==> config.mk <==
export PLATFORM = sky130hd
export DESIGN_NAME = decimal_digit_glyph_renderer
export DESIGN_NICKNAME = d
export VERILOG_FILES = /design/src/rtl/ddg_pkg.sv /design/src/rtl/decimal_digit_glyph_renderer.sv
export SDC_FILE = /design/constraint.sdc
export NUM_CORES = 1
export LEC_CHECK = 0
export BUFFER_PORTS_ARGS = -buffer_cell sky130_fd_sc_hd__buf_2
export CELL_PAD_IN_SITES_DETAIL_PLACEMENT = 0
export CELL_PAD_IN_SITES_GLOBAL_PLACEMENT = 1
export CORE_UTILIZATION = 28
export CTS_BUF_LIST = sky130_fd_sc_hd__clkbuf_8 sky130_fd_sc_hd__clkbuf_16
export DETAILED_ROUTE_END_ITERATION = 6
export PLACE_DENSITY = 0.52
export SLEW_MARGIN = 25
export SYNTH_ARGS = -nofsm -noshare
export SYNTH_HDL_FRONTEND = slang
export SYNTH_SLANG_ARGS = --single-unit
==> constraint.sdc <==
create_clock -name i_clk -period 5.35 [get_ports i_clk]
set_clock_uncertainty 0.2 [all_clocks]
set_input_delay 0.535 -clock i_clk [delete_from_list [all_inputs] [get_ports i_clk]]
set_output_delay 0.535 -clock i_clk [all_outputs]
set_load 0.005 [all_outputs]
==> src/rtl/ddg_pkg.sv <==
package ddg_pkg;

    localparam int VALUE_W        = 32;
    localparam int BCD_DIGITS     = 10;
    localparam int BCD_W          = 4 * BCD_DIGITS;
    localparam int FONT_ROWS      = 8;
    localparam int FONT_W         = 8;
    localparam int ROW_BITS       = 80;
    localparam int ROW_CNT_W      = 4;
    localparam int COUNT_W        = 4;

    localparam int DEF_GLYPH_ROWS  = 8;
    localparam int DEF_GLYPH_WIDTH = 8;
    localparam int DEF_MAX_DIGITS  = 10;

    localparam logic [FONT_W-1:0] FONT_ROM [0:FONT_ROWS-1][0:BCD_DIGITS-1] = '{
        '{8'h00, 8'h00, 8'h00, 8'h00, 8'h00, 8'h00, 8'h00, 8'h00, 8'h00, 8'h00},
        '{8'h3E, 8'h0C, 8'h1E, 8'h1E, 8'h06, 8'h3F, 8'h1E, 8'h7F, 8'h1E, 8'h1E},
        '{8'h63, 8'h1C, 8'h33, 8'h33, 8'h0E, 8'h30, 8'h33, 8'h03, 8'h33, 8'h33},
        '{8'h63, 8'h0C, 8'h33, 8'h03, 8'h16, 8'h30, 8'h30, 8'h06, 8'h33, 8'h33},
        '{8'h63, 8'h0C, 8'h06, 8'h0C, 8'h36, 8'h3E, 8'h3E, 8'h0C, 8'h1E, 8'h1F},
        '{8'h63, 8'h0C, 8'h0C, 8'h03, 8'h66, 8'h03, 8'h33, 8'h18, 8'h33, 8'h03},
        '{8'h63, 8'h0C, 8'h18, 8'h33, 8'h7F, 8'h03, 8'h33, 8'h30, 8'h33, 8'h33},
        '{8'h3E, 8'h3F, 8'h3F, 8'h1E, 8'h06, 8'h3E, 8'h1E, 8'h60, 8'h1E, 8'h1E}
    };

    // bcd codes above nine never occur, they read as blank
    function automatic logic [FONT_W-1:0] font_row(input logic [2:0] row,
                                                   input logic [3:0] dig);
        logic [FONT_W-1:0] g;
        g = '0;
        if (dig <= 4'd9) begin
            g = FONT_ROM[row][dig];
        end
        return g;
    endfunction

endpackage

==> src/rtl/decimal_digit_glyph_renderer.sv <==
// the first row strobes after start is taken and the bit-serial conversion ends, then one row per cycle
// start is taken only in idle, so a new value waits until its last row is out; busy is high
// through the bit-serial binary to bcd conversion and then while the GLYPH_ROWS rows are emitted
// the receiver cannot stall, each row is on the ports for one cycle under o_valid
// synchronous active-low reset returns the sequencer to idle and drops o_valid
module decimal_digit_glyph_renderer
    import ddg_pkg::*;
#(
    parameter int GLYPH_ROWS  = DEF_GLYPH_ROWS,
    parameter int GLYPH_WIDTH = DEF_GLYPH_WIDTH,
    parameter int MAX_DIGITS  = DEF_MAX_DIGITS
) (
    input  logic                 i_clk,
    input  logic                 i_rst_n,
    input  logic                 start,
    input  logic [VALUE_W-1:0]   i_value,
    output logic                 busy,
    output logic                 o_valid,
    output logic [2:0]           o_row_index,
    output logic [15:0]          o_pixels_high,
    output logic [63:0]          o_pixels_low,
    output logic [COUNT_W-1:0]   o_digit_count,
    output logic                 o_last
);

    localparam int BIT_CNT_W = $clog2(VALUE_W);

    typedef enum logic [1:0] {
        S_IDLE,
        S_CONV,
        S_EMIT
    } t_state;

    t_state                 r_state;
    logic [VALUE_W-1:0]     r_value;
    logic [BCD_W-1:0]       r_bcd;
    logic [BCD_W-1:0]       n_bcd;
    logic [BIT_CNT_W-1:0]   r_bit_cnt;
    logic [ROW_CNT_W-1:0]   r_row;
    logic                   r_valid;
    logic [2:0]             r_row_index;
    logic [ROW_BITS-1:0]    r_pixels;
    logic [ROW_BITS-1:0]    n_pixels;
    logic [COUNT_W-1:0]     r_digit_count;
    logic [COUNT_W-1:0]     n_digit_count;
    logic                   r_last;
    logic [BCD_W-1:0]       w_adj;

    // add-3 correction on every digit before the shift
    for (genvar d = 0; d < BCD_DIGITS; d++) begin : g_adj
        logic [3:0] dig;
        assign dig = r_bcd[4*d +: 4];
        assign w_adj[4*d +: 4] = (dig >= 4'd5) ? dig + 4'd3 : dig;
    end

    assign n_bcd = {w_adj[BCD_W-2:0], r_value[VALUE_W-1]};

    // position of the highest nonzero digit, zero still counts one digit
    always_comb begin
        n_digit_count = COUNT_W'(1);
        for (int d = 0; d < BCD_DIGITS; d++) begin
            if (r_bcd[4*d +: 4] != 4'd0) begin
                n_digit_count = COUNT_W'(d + 1);
            end
        end
    end

    // cell p holds bcd digit p, rightmost cell at the low end of the row
    for (genvar p = 0; p < ROW_BITS / GLYPH_WIDTH; p++) begin : g_cell
        logic [FONT_W-1:0] glyph;
        logic              shown;
        assign glyph = font_row(r_row[2:0], r_bcd[4*(p % BCD_DIGITS) +: 4]);
        assign shown = (p < MAX_DIGITS) && (COUNT_W'(p) < n_digit_count)
                       && (r_row < ROW_CNT_W'(FONT_ROWS));
        assign n_pixels[p*GLYPH_WIDTH +: GLYPH_WIDTH] =
            shown ? glyph[GLYPH_WIDTH-1:0] : '0;
    end
    if ((ROW_BITS / GLYPH_WIDTH) * GLYPH_WIDTH < ROW_BITS) begin : g_pad
        assign n_pixels[ROW_BITS-1:(ROW_BITS / GLYPH_WIDTH) * GLYPH_WIDTH] = '0;
    end

    always_ff @(posedge i_clk) begin
        if (!i_rst_n) begin
            r_state   <= S_IDLE;
            r_valid   <= 1'b0;
            r_bit_cnt <= '0;
            r_row     <= '0;
        end else begin
            r_valid <= 1'b0;
            case (r_state)
                S_IDLE: begin
                    if (start) begin
                        r_value   <= i_value;
                        r_bcd     <= '0;
                        r_bit_cnt <= '0;
                        r_row     <= '0;
                        r_state   <= S_CONV;
                    end
                end
                S_CONV: begin
                    r_bcd     <= n_bcd;
                    r_value   <= {r_value[VALUE_W-2:0], 1'b0};
                    r_bit_cnt <= r_bit_cnt + BIT_CNT_W'(1);
                    if (r_bit_cnt == BIT_CNT_W'(VALUE_W - 1)) begin
                        r_state <= S_EMIT;
                    end
                end
                S_EMIT: begin
                    r_valid       <= 1'b1;
                    r_row_index   <= r_row[2:0];
                    r_pixels      <= n_pixels;
                    r_digit_count <= n_digit_count;
                    r_last        <= (r_row == ROW_CNT_W'(GLYPH_ROWS - 1));
                    r_row         <= r_row + ROW_CNT_W'(1);
                    if (r_row == ROW_CNT_W'(GLYPH_ROWS - 1)) begin
                        r_state <= S_IDLE;
                    end
                end
                default: begin
                    r_state <= S_IDLE;
                end
            endcase
        end
    end

    assign busy          = (r_state != S_IDLE);
    assign o_valid       = r_valid;
    assign o_row_index   = r_row_index;
    assign o_pixels_high = r_pixels[ROW_BITS-1:64];
    assign o_pixels_low  = r_pixels[63:0];
    assign o_digit_count = r_digit_count;
    assign o_last        = r_last;

endmodule

# Word-level counts from Yosys, hierarchy flattened
# Memory sizes are Yosys's and may differ from the RTL's.
# Cells that the tools add are included.
[word_totals] ff_bits=172 rom_bits=640 elab_cells=194 input_bits=35 mem_count=1 out_inout_bits=90
[op_classes] reduce_logical=38 eq_ne=7 mux=64 bitwise_logic=11 n_addsub=12 magnitude_cmp=42
[memory_table] name="(name not given)" depth=8 word_bits=80 rd=1 rd_ports_with_merged_regs=0 wr=0 line="ddg_pkg.sv:33" text="g = FONT_ROM[row][dig];"
[ops] op="8-bit binary-select mux with 4-bit select" count=10
[ops] op="8-bit two-way mux" count=20
[ops] op="80-bit two-way mux" count=2
[ops] op="40-bit case mux with 2 select lines" count=1
[ops] op="32-bit case mux with 2 select lines" count=1
[ops] op="4-bit two-way mux" count=13
[ops] op="5-bit greater-or-equal comparator, second input constant" count=10
[ops] op="4-bit NOT with 5-bit output" count=10
[ops] op="4-bit by 3-bit greater-or-equal comparator with 1-bit output, second input constant" count=10
[ops] op="4-bit <= comparator, second input constant" count=10
[ops] op="40-bit two-way mux" count=1
[ops] op="4-bit by 2-bit adder with 4-bit output, second input constant" count=9
[ops] op="4-bit nonzero test" count=9
[ops] op="32-bit two-way mux" count=1
[ops] op="2-bit AND reduction" count=13
[ops] op="3-bit by 4-bit < comparator with 1-bit output, first input constant" count=4
[ops] op="3-bit two-way mux" count=5
[ops] op="1-bit logical AND" count=10
[ops] op="2-bit two-way mux" count=5
[ops] op="5-bit case mux with 2 select lines" count=1
[ops] op="1-bit by 4-bit < comparator with 1-bit output, first input constant" count=2
[ops] op="2-bit by 4-bit < comparator with 1-bit output, first input constant" count=2
[ops] op="4-bit < comparator, first input constant" count=2
[ops] op="4-bit case mux with 2 select lines" count=1
[ops] op="17 further kinds" count=22

# Depth between registers and ports, before layout
# Gate-level depths: netlist of the first run.
[logic_depth] depth_word=13 ltp_mapped=12 ltp_nobuf=8

# Worst setup path after synthesis of the first run
# OpenSTA, ideal clock, no wires.
[synth_timing] path_type="input to register" from="input i_rst_n" to="register r_digit_count[0], in the netlist o_digit_count[0], enable pin" stages=3 path_slack_ns=0.564 required_ns=4.635 arrival_ns=4.070 setup_time_ns=0.515 n_path_buf=1 cell_sequence="inv_1 > clkbuf_1 > nor2_1"
[synth_via] elab_chain_cells=1
[synth_rtl] element="start, declared" line="decimal_digit_glyph_renderer.sv:14" text="input logic i_rst_n,"
[synth_rtl] element="2-bit AND reduction (no line)"
[synth_rtl] element="end signal, assigned" line="decimal_digit_glyph_renderer.sv:112" text="r_digit_count <= n_digit_count;"
[synth_rtl] element="end, declared" line="decimal_digit_glyph_renderer.sv:44" text="logic [COUNT_W-1:0] r_digit_count;"
# Every way passes these cells.
# A chain may end at the register's enable or synchronous reset.

# Worst setup path after layout of the first run
[layout_timing] from="register r_bcd[24]" to="register r_pixels[11] (data pin)"
[layout_via] elab_chain_cells=8
[layout_rtl] element="start, declared" line="decimal_digit_glyph_renderer.sv:36" text="logic [BCD_W-1:0] r_bcd;"
[layout_rtl] element="start signal, assigned" line="decimal_digit_glyph_renderer.sv:101" text="r_bcd <= n_bcd;"
[layout_rtl] element="4-bit nonzero test" line="decimal_digit_glyph_renderer.sv:62" text="if (r_bcd[4*d +: 4] != 4'd0) begin"
[layout_rtl] element="3-bit two-way mux" line="decimal_digit_glyph_renderer.sv:62"
[layout_rtl] element="4-bit two-way mux (3 in a row)" line="decimal_digit_glyph_renderer.sv:62"
[layout_rtl] element="1-bit by 4-bit < comparator with 1-bit output" line="decimal_digit_glyph_renderer.sv:73" text="assign shown = (p < MAX_DIGITS) && (COUNT_W'(p) < n_digit_count)"
[layout_rtl] element="1-bit logical AND" line="decimal_digit_glyph_renderer.sv:74" text="&& (r_row < ROW_CNT_W'(FONT_ROWS));"
[layout_rtl] element="2-bit AND reduction (no line)"
[layout_rtl] element="end signal, assigned" line="decimal_digit_glyph_renderer.sv:111" text="r_pixels <= n_pixels;"
[layout_rtl] element="end, declared" line="decimal_digit_glyph_renderer.sv:42" text="logic [ROW_BITS-1:0] r_pixels;"
# Every way passes these cells.

==> results.md, run 1 <==
- Storage element area: 4748 µm²
- Syn Inst Count: 1599
- Synth unique cells: 91
- CTS Buffer Depth: 2
- Fillers: 4989
- Detailed Place HPWL: 36490 µm
- Crit path time final: 3.998 ns
- Number of synthesized flops with an enable pin: 150
- Yosys Warn Count: 0
- Final Core Density: 0.3169
- Vias in the first global route: between 10000 and 15000
- Sw Pwr: 1.021 mW
- Combinational power share: 0.155
- Standard-cell rows: 79
- Flop pwr share: 0.461
- Post-synthesis sequential area ratio: 0.3577
- Area grow syn2layout: 11.46%
- Most common cell after layout, fill and taps aside: nand2_1
- Worst slew margin: 0.3077
- H-tree levels: 4
- Setup WS post-layout: 1.352 ns
- Failing checks: design-rule violations
- Clock power frac: 0.384
- # port buffers: 114
- Post-CTS Hold Buffers: 0
- # IOs: between 100 and 150
- Fin cells: between 2000 and 2500
- Initial drt markers: 1245
- CP Class: reg2reg
- Wire per inst: roughly 25 µm
- Avg Inst Size Synth: ~8.3 µm²
- Setup crit start kind: flip-flop
- Die Ht: 219.7 µm
- Layout cells sized above 1: 0.1605
- RSZ-0062 raised after global routing: no
- DR vias: 12760
- Largest net degree at the start of global routing: 75
- Fin. Hold Viols: 0
- Mapped cell area: roughly 13000 µm²
- Synth area leader: edfxtp_1
- Worst VDD drop: 0.0001984 V
- Switching share of power: 0.3094
- F_max: 0.2501 GHz
- Placed Cells: about 2200
- Initial Utilization: 0.2843
- Slew @ Worst Pin: 1.037 ns
- Fraction of registers with async set/reset: 0
- Die width: 219.7 µm
- Synth top area share: 0.3396
- Core ar.: 46650 µm²
- FF+latch count, synth: 162
- CP Max Fanout: 34
- Worst hold-check path type: in2reg
- Final Max Tran Viols: 0
- DRT Wirelength: 55320 µm
- Design Area, Final: between 10000 and 15000 µm²
- Final period util: 0.7473
- Ant diodes: 0
- Final setup viols: 0
- Max_cap viols: 0
- Static Leak: 5.154 nW
- CTS Buf Count: 17
- Area contributors post-synth: edfxtp_1 34%, nand2_1 5.7%, a21oi_1 5.2%
- Placed inst area: around 14000 µm²
- Multi-input logic area: about 7600 µm²
- Min Hold Slack: about 0.09 ns
- Post-route ant nets: 0
- CTS Sinks: 162
- Most frequent cells in the layout: 203 x nand2_1, 161 x nor2_1, 150 x edfxtp_1, 138 x a21oi_1, 114 x buf_2
- Pre-CTS WS: 1.406 ns
- # DRC: 10
- TritonCTS clock tree: yes
- Grt ovf: 0
- Post-CTS sizing: 0
- Top_reg_cell synth: edfxtp_1
- Vias per cell: 5.715
- Initial antenna violation count: 1
- Gr usage total: 0.2343
- PD cells: around 220 nW/µm²
- Clock Pin Slew Worst Setup and Hold Paths: around 0.080 ns
- Clk_lat worst skew: 0.50 ns
- GP Congestion: 0.8545
- WP data arrival: ~4.0 ns
- Setup Buffers After CTS: 0
- Detailed Routing Iterations Pass 1: 7
- Setup TNS: 0 ns
- First-pass GRT wire length: 82230 µm
- Worst Setup End Kind: flip-flop
- Root Buffer: clkbuf_16
- Worst EP required: 5.36 ns
- Internal power: 2.279 mW
- Status: complete, but fails checks
- Nets: 1678
- Design Power: approximately 3.3 mW
- Die area: 48250 µm²
## critical path, cell delays in order, from the launching register on
cell	delay (ns)
edfxtp_1	0.38
buf_4	0.25
inv_1	0.39
ha_1	0.40
nor3b_1	0.66
nand3_1	0.40
o41ai_4	0.84
a21oi_1	0.16
## kinds of logic (layout without fill, tap and decap cells)
logic type / after synthesis / count (layout) / share of synthesized area
and+or+nand+nor: 581 / 581 / 0.2041
AOI/OAI and AO/OA: 552 / 552 / 0.2777
buffers and inverters: 212 / 230 / 0.07244
DFF: 162 / 162 / 0.3577
muxes: 35 / 35 / 0.04263
adders and majority gates: 29 / 29 / 0.02735
xor gates and xnor gates: 27 / 27 / 0.01783
other: 1 / 10 / 0.0002827
## power by group through the flow
stage               clock network, mW  logic, mW  registers [mW]
floorplan                           0      0.434            1.48
global placement                    0      0.511            1.55
detailed placement                  0      0.505            1.55
CTS                              1.31      0.509            1.52
global route                     1.34      0.577            1.53
finish                           1.27      0.512            1.52
## per-layer routing
layer,up-vias,GRT usage,wire length (µm)
li1,5970,-,-
met1,6155,0.3277,25560
met2,535,0.3408,24020
met3,99,0.05852,4076
met4,2,0.09609,1645
met5,-,0,12
## synthesized netlist by cell type (30+ instances only)
library cell,n
a211oi_1,39
a21oi_1,138
a31oi_1,31
buf_2,47
clkbuf_1,89
edfxtp_1,150
nand2_1,203
nand2b_1,41
nand3_1,30
nor2_1,164
nor3_1,43
o21ai_0,110
## worst paths after layout
kind | start | endpoint | slack, ns | cells after the start
worst min-delay path | i_value[22] | r_value[22] | 0.09 | 3
worst max-delay path | r_bcd[24] | r_pixels[11] | 1.35 | 7
worst max register to register | r_bcd[24] | r_pixels[11] | 1.35 | 7
worst min register to register | r_value[8] | r_value[9] | 0.31 | 2
## registers in the layout, summed over array words and instances (netlist names)
register and flops:
r_bcd 40, o_valid 1, r_value 32, r_pixels 70
o_last 1, r_row 4, o_row_index 3, o_digit_count 4
r_bit_cnt 5, r_state 2
## cell type report
type                            instances  area share
Multi-Input combinational cell       1234      0.5159
Sequential cell                       162      0.3211
Timing Repair Buffer                  158     0.06228
Tap cell                              607     0.05137
Clock buffer                           17     0.02877
Inverter                               41     0.01041
Clock inverter                         14     0.01015
Note: power is estimated with default switching activity, not from simulation.
==> run 2, diff against run 1 <==
clock period = 3.7 ns   (was 5.35 ns; I/O delays follow)
==> results.md, run 2 (synthesis gave the netlist of run 1 again) <==
- Most frequent cells in the layout: 203 x nand2_1, 162 x nor2_1, 150 x edfxtp_1, 138 x a21oi_1, 114 x buf_2 (was 203 x nand2_1, 161 x nor2_1, 150 x edfxtp_1, 138 x a21oi_1, 114 x buf_2)
- H-tree levels: 4 (unchanged)
- Placed inst area: 14640 µm² (was 14190 µm²)
- Die Ht: 219.7 µm (unchanged)
- Switching share of power: 0.3090 (was 0.3094)
- Clock power frac: 0.371 (was 0.384)
- Post-route ant nets: 0 (unchanged)
- # port buffers: 114 (unchanged)
- Number of flip-flops under the largest register name: 70 (unchanged)
- Initial Utilization: 0.2843 (unchanged)
- Wire length on met2: 25390 µm (was 24020 µm)
- Met1 wire length: 26250 µm (was 25560 µm)
- Combinational power share: 0.183 (was 0.155)
- WP data arrival: 3.42 ns (was 4.01 ns)
- Largest register by flop count: r_pixels (unchanged)
- Worst EP required: 3.73 ns (was 5.36 ns)
- Ant diodes: 0 (unchanged)
- GP Congestion: 0.8805 (was 0.8545)
- Fin. Hold Viols: 0 (unchanged)
- Layout cells sized above 1: 0.1837 (was 0.1605)
- CTS Sinks: 162 (unchanged)
- Design Area, Final: 15510 µm² (was 14790 µm²)
- DR vias: 13250 (was 12760)
- Detailed Routing Iterations Pass 1: 7 (unchanged)
- Standard-cell rows: 79 (unchanged)
- Final Core Density: 0.3325 (was 0.3169)
- F_max: 0.2952 GHz (was 0.2501 GHz)
- Worst VDD drop: 0.0002707 V (was 0.0001984 V)
- Crit path buf inv count: 1 (was 2)
- Detailed Place HPWL: 38860 µm (was 36490 µm)
- CTS Buf Count: 17 (unchanged)
- Fillers: 5027 (was 4989)
- Setup crit start kind: flip-flop (unchanged)
- Root Buffer: clkbuf_16 (unchanged)
- Area grow syn2layout: 16.95% (was 11.46%)
- Worst slew margin: 0.3595 (was 0.3077)
- Wire per inst: 24.27 µm (was 24.77 µm)
- Slowest-stage cell, CP: nor3b_1 (was o41ai_4)
- Final setup viols: 0 (unchanged)
- Vias in the first global route: 12530 (was 12220)
- Final period util: 0.9155 (was 0.7473)
- Failing checks: design-rule violations (unchanged)
- Clock Pin Slew Worst Setup and Hold Paths: 0.08 ns (about the same)
- Die area: 48250 µm² (unchanged)
- Biggest regs: r_pixels (70), r_bcd (40), r_value (32) (unchanged)
- Initial antenna violation count: 0 (was 1)
- # IOs: 125 (unchanged)
- Nets: 1766 (was 1678)
- Most common cell after layout, fill and taps aside: nand2_1 (unchanged)
- Largest net degree at the start of global routing: 79 (was 75)
- CP delay by family, top: simple AND/OR/NAND/NOR gates (unchanged)
- PD cells: 307.5 nW/µm² (was 223.2 nW/µm²)
- DRT Wirelength: 56350 µm (was 55320 µm)
- Vias per cell: 5.708 (was 5.715)
- Crit path time final: 3.387 ns (was 3.998 ns)
- Flop pwr share: 0.447 (was 0.461)
- Worst hold-check path type: in2reg (unchanged)
- Post-CTS Hold Buffers: 32 (was 0)
- Critical-path cell list: clkinv_1 -> ha_1 -> nor3b_1 -> nand3_2 -> nor3_2 -> a211o_1 -> a21oi_1 (was buf_4 -> inv_1 -> ha_1 -> nor3b_1 -> nand3_1 -> o41ai_4 -> a21oi_1)
- First-pass GRT wire length: 83700 µm (was 82230 µm)
- Met3 WL post-DR: 3301 µm (was 4076 µm)
- Initial drt markers: 1290 (was 1245)
- DR top layer: met4 (was met5)
- Static Leak: 5.557 nW (was 5.154 nW)
- TritonCTS clock tree: yes (unchanged)
- Final Max Tran Viols: 0 (unchanged)
- Clk_lat worst skew: 0.50 ns (about the same)
- Worst Setup End Kind: flip-flop (unchanged)
- CP peak stage delay: 0.71 ns (was 0.84 ns)
- Die width: 219.7 µm (unchanged)
- Slew @ Worst Pin: 0.9340 ns (was 1.037 ns)
- Gr usage total: 0.2365 (was 0.2343)
- # DRC: 10 (unchanged)
- CTS Buffer Depth: 2 (unchanged)
- Grt ovf: 0 (unchanged)
- Setup Buffers After CTS: 0 (unchanged)
- Status: complete, but fails checks (unchanged)
- Core ar.: 46650 µm² (unchanged)
- Post-CTS sizing: 0 (unchanged)
- Setup TNS: 0 ns (unchanged)
- RSZ-0062 raised after global routing: no (unchanged)
- Internal power: 3.297 mW (was 2.279 mW)
- Sw Pwr: 1.474 mW (was 1.021 mW)
- CP Class: reg2reg (unchanged)
- CP Max Fanout: 8 (was 34)
- Max_cap viols: 0 (unchanged)
==> run 2: changes by cell type in the layout (fill, tap and decap cells not counted), moves of 2 or more <==
cell and change:
buf_4 +55, dlygate4sd3_1 +32, inv_6 +5, inv_8 -5, clkinv_4 -4, clkinvlp_4 +3
buf_12 +2, clkbuf_8 +2
==> run 2: power groups by stage <==
stage / registers, mW / clock network (mW) / logic, mW
finish: 2.13 / 1.77 / 0.872
global placement: 2.17 / 0 / 0.850
global route: 2.14 / 1.89 / 0.968
floorplan: 2.14 / 0 / 0.629
CTS: 2.13 / 1.84 / 0.869
detailed placement: 2.17 / 0 / 0.838
==> run 2: final cells by class <==
cell class | instances | area (µm²) | share of cell area
Sequential cell | 162 | 4748 | 0.3061
Tap cell | 607 | 759.5 | 0.04896
Multi-Input combinational cell | 1234 | 7621 | 0.4913
Inverter | 41 | 153.9 | 0.009920
Clock inverter | 13 | 98.84 | 0.006371
Timing Repair Buffer | 246 | 1679 | 0.1082
Clock buffer | 19 | 452.9 | 0.02920
==> run 2: through the flow <==
stage,setup WS (ns),instances,hold slack [ns],power [mW]
after floorplan,0.3143,1608,0.2721,2.769
after global routing,0.1924,2322,0.1737,4.998
after detailed placement,0.3558,2258,0.2933,3.008
after global placement,0.3698,2258,0.2891,3.019
after CTS,0.3069,2322,0.1322,4.834
final,0.3128,2322,0.1850,4.771
==> run 2: layer usage <==
layer  vias to the layer above  GRT usage
met5                         -          0
met4                         0    0.08023
met3                        75    0.04086
met2                       479     0.3660
met1                      6553     0.3303
li1                       6147          -
==> run 2: worst paths after layout <==
path / start / to / slack, ns / cells after the start
max: r_bcd[28] / r_pixels[24] / 0.31 / 7
min: start / r_row[2] / 0.18 / 4
max reg2reg: r_bcd[28] / r_pixels[24] / 0.31 / 7
min reg2reg: r_value[30] / r_value[31] / 0.31 / 2
==> run 2: worst register-to-register path: stages (launching register included) <==
cell	delay, ns
edfxtp_1	0.41
clkinv_1	0.23
ha_1	0.27
nor3b_1	0.71
nand3_2	0.42
nor3_2	0.48
a211o_1	0.30
a21oi_1	0.11
